### config.mk
export PLATFORM = sky130hd
export DESIGN_NAME = hex_spiral_cell_distance
export DESIGN_NICKNAME = d
export VERILOG_FILES = /design/src/rtl/core/hscd_pkg.sv /design/src/rtl/core/hex_spiral_cell_distance.sv /design/src/rtl/core/hscd_axial.sv
export SDC_FILE = /design/constraint.sdc
export NUM_CORES = 2
export LEC_CHECK = 0
export BUFFER_PORTS_ARGS = -buffer_cell sky130_fd_sc_hd__buf_2
export CELL_PAD_IN_SITES_DETAIL_PLACEMENT = 0
export CELL_PAD_IN_SITES_GLOBAL_PLACEMENT = 1
export CORE_MARGIN = 2
export CORE_UTILIZATION = 45
export DETAILED_ROUTE_END_ITERATION = 8
export MAX_ROUTING_LAYER = met4
export PLACE_DENSITY_LB_ADDON = 0.1
export SKIP_CTS_REPAIR_TIMING = 1
export SKIP_LAST_GASP = 1
export SYNTH_ARGS = -nofsm -noshare
export SYNTH_HDL_FRONTEND = slang
export SYNTH_HIERARCHICAL = 1
export SYNTH_SLANG_ARGS = --single-unit
### constraint.sdc
create_clock -name clk -period 10.18 [get_ports clk]
set_input_delay 0 -clock clk [delete_from_list [all_inputs] [get_ports clk]]
set_output_delay 0 -clock clk [all_outputs]
set_load 0.05 [all_outputs]
### src/rtl/core/hscd_pkg.sv
// Package for the hex spiral cell distance block: output width and saturation limit.
// No dependencies; imported by hscd_axial and hex_spiral_cell_distance.
`default_nettype none

package hscd_pkg;

  localparam int DIST_BITS = 9;
  localparam int DIST_MAX  = 511;

  typedef logic [DIST_BITS-1:0] dist_t;

endpackage

`default_nettype wire

### src/rtl/core/hex_spiral_cell_distance.sv
// Top level of the hex spiral cell distance block: range check, two axial lanes, distance.
// Depends on hscd_pkg and hscd_axial.
//
// Takes one request per clock (busy stays low) and returns each result on
// done/distance/error once the request has passed the two axial lanes, the
// delta stage and the distance stage. The ring search resolves one bit of
// the ring index per pipeline stage with one multiply in each; results come
// out in request order and cannot be held off. A cell of 0 or above
// max_cell gives error = 1 and distance = 0. max_cell resets to 0, so every
// request flags an error until it is written.
`default_nettype none

module hex_spiral_cell_distance #(
  parameter int CELL_BITS = 17
) (
  input  logic                    clk,
  input  logic                    rst,
  input  logic                    start,
  output logic                    busy,
  input  logic [CELL_BITS-1:0]    first_cell,
  input  logic [CELL_BITS-1:0]    second_cell,
  input  logic                    max_cell_we,
  input  logic [CELL_BITS-1:0]    max_cell,
  output logic                    done,
  output hscd_pkg::dist_t         distance,
  output logic                    error
);
  import hscd_pkg::*;

  localparam int R_BITS = (CELL_BITS + 1) / 2;
  localparam int AW     = R_BITS + 1;
  localparam int DW     = AW + 1;
  localparam int SW     = (DW > DIST_BITS + 1) ? DW : DIST_BITS + 1;
  localparam int PIPE   = R_BITS + 3;
  localparam int LAT    = R_BITS + 4;

  logic [CELL_BITS-1:0] max_cell_r;

  always_ff @(posedge clk) begin
    if (rst) begin
      max_cell_r <= '0;
    end else if (max_cell_we) begin
      max_cell_r <= max_cell;
    end
  end

  assign busy = 1'b0;

  logic req;
  logic bad;
  assign req = start & ~busy;
  assign bad = (first_cell == '0) || (first_cell > max_cell_r) ||
               (second_cell == '0) || (second_cell > max_cell_r);

  // valid and error flags ride alongside the lane data
  logic vld [0:PIPE-1];
  logic err [0:PIPE-1];

  always_ff @(posedge clk) begin
    if (rst) begin
      for (int i = 0; i < PIPE; i++) vld[i] <= 1'b0;
    end else begin
      vld[0] <= req;
      for (int i = 1; i < PIPE; i++) vld[i] <= vld[i-1];
    end
  end

  always_ff @(posedge clk) begin
    err[0] <= bad;
    for (int i = 1; i < PIPE; i++) err[i] <= err[i-1];
  end

  logic signed [R_BITS:0] x1, y1, x2, y2;

  hscd_axial #(.CELL_BITS(CELL_BITS)) u_first (
    .clk        (clk),
    .spiral_num (first_cell),
    .x          (x1),
    .y          (y1)
  );

  hscd_axial #(.CELL_BITS(CELL_BITS)) u_second (
    .clk        (clk),
    .spiral_num (second_cell),
    .x          (x2),
    .y          (y2)
  );

  // delta stage
  logic signed [AW:0] dx, dy;
  logic [AW-1:0]      ax, ay;
  logic               opp;

  always_comb begin
    dx = {x2[R_BITS], x2} - {x1[R_BITS], x1};
    dy = {y2[R_BITS], y2} - {y1[R_BITS], y1};
  end

  always_ff @(posedge clk) begin
    ax  <= AW'(dx[AW] ? -dx : dx);
    ay  <= AW'(dy[AW] ? -dy : dy);
    opp <= (dx[AW] && (dy > 0)) || ((dx > 0) && dy[AW]);
  end

  // distance stage
  logic [DW-1:0] d;
  logic [SW-1:0] d_ext;

  always_comb begin
    d     = opp ? (DW'(ax) + DW'(ay)) : DW'((ax > ay) ? ax : ay);
    d_ext = SW'(d);
  end

  always_ff @(posedge clk) begin
    if (rst) begin
      done <= 1'b0;
    end else begin
      done <= vld[PIPE-1];
    end
  end

  always_ff @(posedge clk) begin
    error <= err[PIPE-1];
    if (err[PIPE-1]) begin
      distance <= '0;
    end else if (d_ext > SW'(DIST_MAX)) begin
      distance <= DIST_BITS'(DIST_MAX);
    end else begin
      distance <= d_ext[DIST_BITS-1:0];
    end
  end

  a_err_zero: assert property (@(posedge clk) disable iff (rst)
    done && error |-> distance == '0)
    else $error("error result with nonzero distance");

  a_req_done: assert property (@(posedge clk) disable iff (rst)
    start && !busy |-> ##LAT done)
    else $error("request without result at fixed latency");

  a_done_req: assert property (@(posedge clk) disable iff (rst)
    done |-> $past(start && !busy, LAT))
    else $error("result without matching request");

  a_zero_cell: assert property (@(posedge clk) disable iff (rst)
    start && !busy && (first_cell == '0 || second_cell == '0) |-> ##LAT (done && error))
    else $error("cell zero not flagged");

endmodule

`default_nettype wire

### src/rtl/core/hscd_axial.sv
// One lane: spiral cell number to skewed axial coordinates, fully pipelined.
// Ring found by a bisection over the ring index, one bit per stage; uses hscd_pkg.
`default_nettype none

module hscd_axial #(
  parameter int CELL_BITS = 17
) (
  input  logic                                 clk,
  input  logic [CELL_BITS-1:0]                 spiral_num,
  output logic signed [(CELL_BITS+1)/2:0]      x,
  output logic signed [(CELL_BITS+1)/2:0]      y
);
  import hscd_pkg::*;

  localparam int R_BITS = (CELL_BITS + 1) / 2;
  localparam int FW     = 2 * R_BITS + 2;
  localparam int CW     = (FW > CELL_BITS) ? FW : CELL_BITS;
  localparam int KW     = ((CELL_BITS > R_BITS + 3) ? CELL_BITS : R_BITS + 3) + 1;

  // m = n - 1; r = largest ring index with 3r(r+1) < m, f = 3r(r+1)
  logic [CELL_BITS-1:0] m_s   [0:R_BITS];
  logic [R_BITS-1:0]    r_s   [0:R_BITS];
  logic [FW-1:0]        f_s   [0:R_BITS];
  logic                 ctr_s [0:R_BITS];

  always_ff @(posedge clk) begin
    m_s[0]   <= spiral_num - CELL_BITS'(1);
    r_s[0]   <= '0;
    f_s[0]   <= '0;
    ctr_s[0] <= (spiral_num <= CELL_BITS'(1));
  end

  genvar j;
  generate
    for (j = 0; j < R_BITS; j++) begin : g_bisect
      logic [R_BITS-1:0] t;
      logic [FW-1:0]     prod;
      logic [FW-1:0]     f_t;
      logic              keep;

      always_comb begin
        t    = r_s[j] | (R_BITS'(1) << (R_BITS - 1 - j));
        prod = FW'(t) * (FW'(t) + FW'(1));
        f_t  = (prod << 1) + prod;
        keep = CW'(f_t) < CW'(m_s[j]);
      end

      always_ff @(posedge clk) begin
        m_s[j+1]   <= m_s[j];
        ctr_s[j+1] <= ctr_s[j];
        r_s[j+1]   <= keep ? t : r_s[j];
        f_s[j+1]   <= keep ? f_t : f_s[j];
      end
    end
  endgenerate

  // ring side selection
  logic [R_BITS-1:0]    c;
  logic [CELL_BITS-1:0] k;
  logic signed [KW-1:0] ks, cs, c2, c3, c4, c5, c6;
  logic signed [KW-1:0] x_w, y_w;

  always_comb begin
    c  = r_s[R_BITS] + R_BITS'(1);
    k  = m_s[R_BITS] - CELL_BITS'(f_s[R_BITS]);
    ks = $signed(KW'(k));
    cs = $signed(KW'(c));
    c2 = cs + cs;
    c3 = c2 + cs;
    c4 = c2 + c2;
    c5 = c4 + cs;
    c6 = c3 + c3;
    priority if (ctr_s[R_BITS]) begin
      x_w = '0;
      y_w = '0;
    end else if (ks <= cs) begin
      x_w = cs - ks;
      y_w = -ks;
    end else if (ks <= c2) begin
      x_w = cs - ks;
      y_w = -cs;
    end else if (ks <= c3) begin
      x_w = -cs;
      y_w = ks - c3;
    end else if (ks <= c4) begin
      x_w = ks - c4;
      y_w = ks - c3;
    end else if (ks <= c5) begin
      x_w = ks - c4;
      y_w = cs;
    end else begin
      x_w = cs;
      y_w = c6 - ks;
    end
  end

  always_ff @(posedge clk) begin
    x <= x_w[R_BITS:0];
    y <= y_w[R_BITS:0];
  end

endmodule

`default_nettype wire
==> flow_summary.ini <==
[worst_setup_path]
critPathMaxFanout = 17
slowest_stage = fa_1
cp-startpoint = u_first/r_s[8][3]$_DFF_P_
rr_worst_depth = 30
end_kind = flop
rrSetupSlack_ns = 1.22
reg2reg_from = u_first/r_s[8][3]$_DFF_P_
cp.required_ns = 10.73
cp.arrival_ns = 9.51
r2r_end = u_first/f_s[9][9]$_DFF_P_
critical_path_class = reg2reg
start_kind = flop
timing.critical_path.to = u_first/f_s[9][9]$_DFF_P_
cpPeakStageDelay_ns = 0.54

[timing]
worst_slew_pin_slew_ns = 1.22
fin_crit_ns = 8.96
slew_headroom = 0.182
finalSetupViolCount = 0
max_freq_mhz = 112
finalHoldViolations = 0
drv_slew = 0
rsz0062_at_grt = no
skew_ns = 0.0281
tns_ns = 0
fin_crit_sh = 0.880

[cts]
clk_pin_slew_ns = 0.06
numCtsBuffers = 83
cts_max_path_buffers = 3
htreeDepth = 3
clk_latency_ns = 0.66
cts_tree = built
clkSinkCount = 713
clockRootBuffer = clkbuf_16

[drt]
met3_length_microns = 3950
drtIter0Drc = 1786
routedWlPerCell_microns = 17.3
met1_length_microns = 60500
dr.max_layer_used = met4
ant_nets = 0
dr_wl_met2_microns = 60900
routed-via-count = 38596
drt_first_pass_iters = 5
drc_errors = 0
vias_per_cell = 5.22
wirelength_microns = 128000

[layout]
area_growth_pct = 12.0
drive_gt1_frac = 0.0818
final_net_count = 6949

[run]
drv_cap = 0

[die]
start_util = 0.452
fp.dieW_microns = 345
design.core.area_sq_mm = 0.116
die-area_sq_mm = 0.119
row_count = 125
die_h_microns = 345
num_io_pins = 67

[outcome]
status = finished, final reports clean

[synthesis]
synth_edf_count = 0
synth.distinct_cells = 123
synth_ff_type = dfxtp_1
synthCells = 5583
async_reset_ff_frac = 0
syn_area_sq_mm = 0.0523
yosysWarnings = 6
syn_nets = 6728
ys_seq_area_frac = 0.273
synth-seq-cells = 713
syn_avg_cell_area_sq_um = 9.37

[global_route]
antenna_found_initial = 3
grt_pass1_wl_microns = 205000
grt_util_all_layers = 0.220
grt_pass1_vias = 38044
grt-ovfl-total = 0
grt_max_degree = 40

[min_path]
holdCritPathClass = in2reg

[placed_design]
dp_hpwl_microns = 101000
gp_congestion = 0.893
port-buffer-count = 65
[layer usage]
metal,up-vias,global-route usage
met1,18116,0.287
li1,19758,-
met3,179,0.0231
met5,-,-
met4,0,0.0472
met2,543,0.368
[cell usage after synthesis, types with 23 or more instances]
library cell	instances	area share
nor4_1	23	0.0028
nand2b_1	62	0.0074
nand2_1	215	0.015
o211ai_1	55	0.0079
a31oi_1	31	0.0037
mux2i_1	58	0.011
o21bai_1	56	0.0080
o21ai_0	210	0.020
nor3_1	76	0.0073
ha_1	920	0.22
a211o_1	25	0.0042
a211oi_1	40	0.0057
clkbuf_1	47	0.0034
and3_1	34	0.0041
nand4_1	37	0.0044
a21oi_1	289	0.028
fa_1	170	0.065
nand3_1	106	0.010
and2_1	32	0.0038
nor2b_1	143	0.017
a21o_1	132	0.019
mux2_2	138	0.030
o21a_1	74	0.011
dfxtp_1	713	0.27
nor2_1	299	0.021
inv_1	733	0.053
xor2_1	129	0.022
xnor2_1	296	0.050
[worst min path at each step]
stage	start	to	slack, ns	cells past startpoint
final	second_cell[16]	u_second/m_s[0][16]$_DFF_P_	0.18	3
after global placement	start	vld[0]$_SDFF_PP0_	0.22	2
after CTS	start	vld[0]$_SDFF_PP0_	-0.49	2
after global routing	second_cell[6]	u_second/m_s[0][6]$_DFF_P_	0.17	3
after floorplan	second_cell[14]	u_second/ctr_s[0]$_DFF_P_	0.08	1
after detailed placement	start	vld[0]$_SDFF_PP0_	0.22	2
[critical path: cells and delay by family (launching register included)]
| kind | cells | cell delay [ns] |
|---|---|---|
| compound gates | 11 | 2.47 |
| xor+xnor | 1 | 0.17 |
| buf+inv | 3 | 0.16 |
| flops | 1 | 0.52 |
| fa+ha+maj | 8 | 3.38 |
| simple gates | 6 | 1.74 |
| mux | 1 | 0.42 |
[logic make-up after synthesis]
| logic type | count (synthesis) | synth area share |
|---|---|---|
| XOR/XNOR | 428 | 0.0723 |
| AO/OA/AOI/OAI | 1184 | 0.155 |
| buffers and inverters | 815 | 0.0604 |
| multiplexers | 199 | 0.0415 |
| AND/OR/NAND/NOR | 1153 | 0.113 |
| flip-flops | 713 | 0.273 |
| adder cells (fa/ha/maj) | 1090 | 0.285 |
| other | 1 | 0.0000717 |
[registers in the layout, summed over array words and instances, names as in the netlist, 17 cells and up, named ones only]
register,count
u_first/m_s,170
u_second/m_s,170
u_first/f_s,92
u_second/f_s,92
u_first/r_s,27
u_second/r_s,27
max_cell_r,17
[layout by cell type (no fill, tap or decap), types with 38 or more instances in the layout]
cell type,count
fa_1,170
dfxtp_1,713
xor2_1,129
clkbuf_16,84
nor2b_1,143
inv_1,733
mux2i_1,58
nor3_1,76
nand2b_1,62
o21bai_1,56
nand2_1,215
ha_1,920
buf_4,38
o21ai_0,210
buf_2,65
o211ai_1,55
a211oi_1,40
mux2_2,138
xnor2_1,291
o21a_1,74
nand3_1,106
a21oi_1,289
a21o_1,132
nor2_1,299
dlygate4sd3_1,113
[metrics by stage]
stage	hold slack (ns)	area (sq um)	util	worst slack, ns	instances
finish	0.177	58600	0.506	1.22	7395
CTS	-0.493	57400	0.496	1.13	7281
detailed placement	0.219	54500	0.471	1.17	7130
floorplan	0.0762	52300	-	1.94	5583
global placement	0.216	54500	0.471	1.26	7130
global route	0.171	58600	0.506	0.598	7394
[cell type report]
type	instances	area (sq um)
repair buffers	216	1740
inverters	735	2760
multi-input cells	4055	34900
clock inverters	43	638
flip-flops and latches	713	14300
diodes	1	2.50
well taps	1524	1910
fillers	10958	57200
clock buffers	108	2320
Power is left out: the tool's default activity adds up to more than one toggle a clock period on the data nets, which glitch-free logic cannot reach.
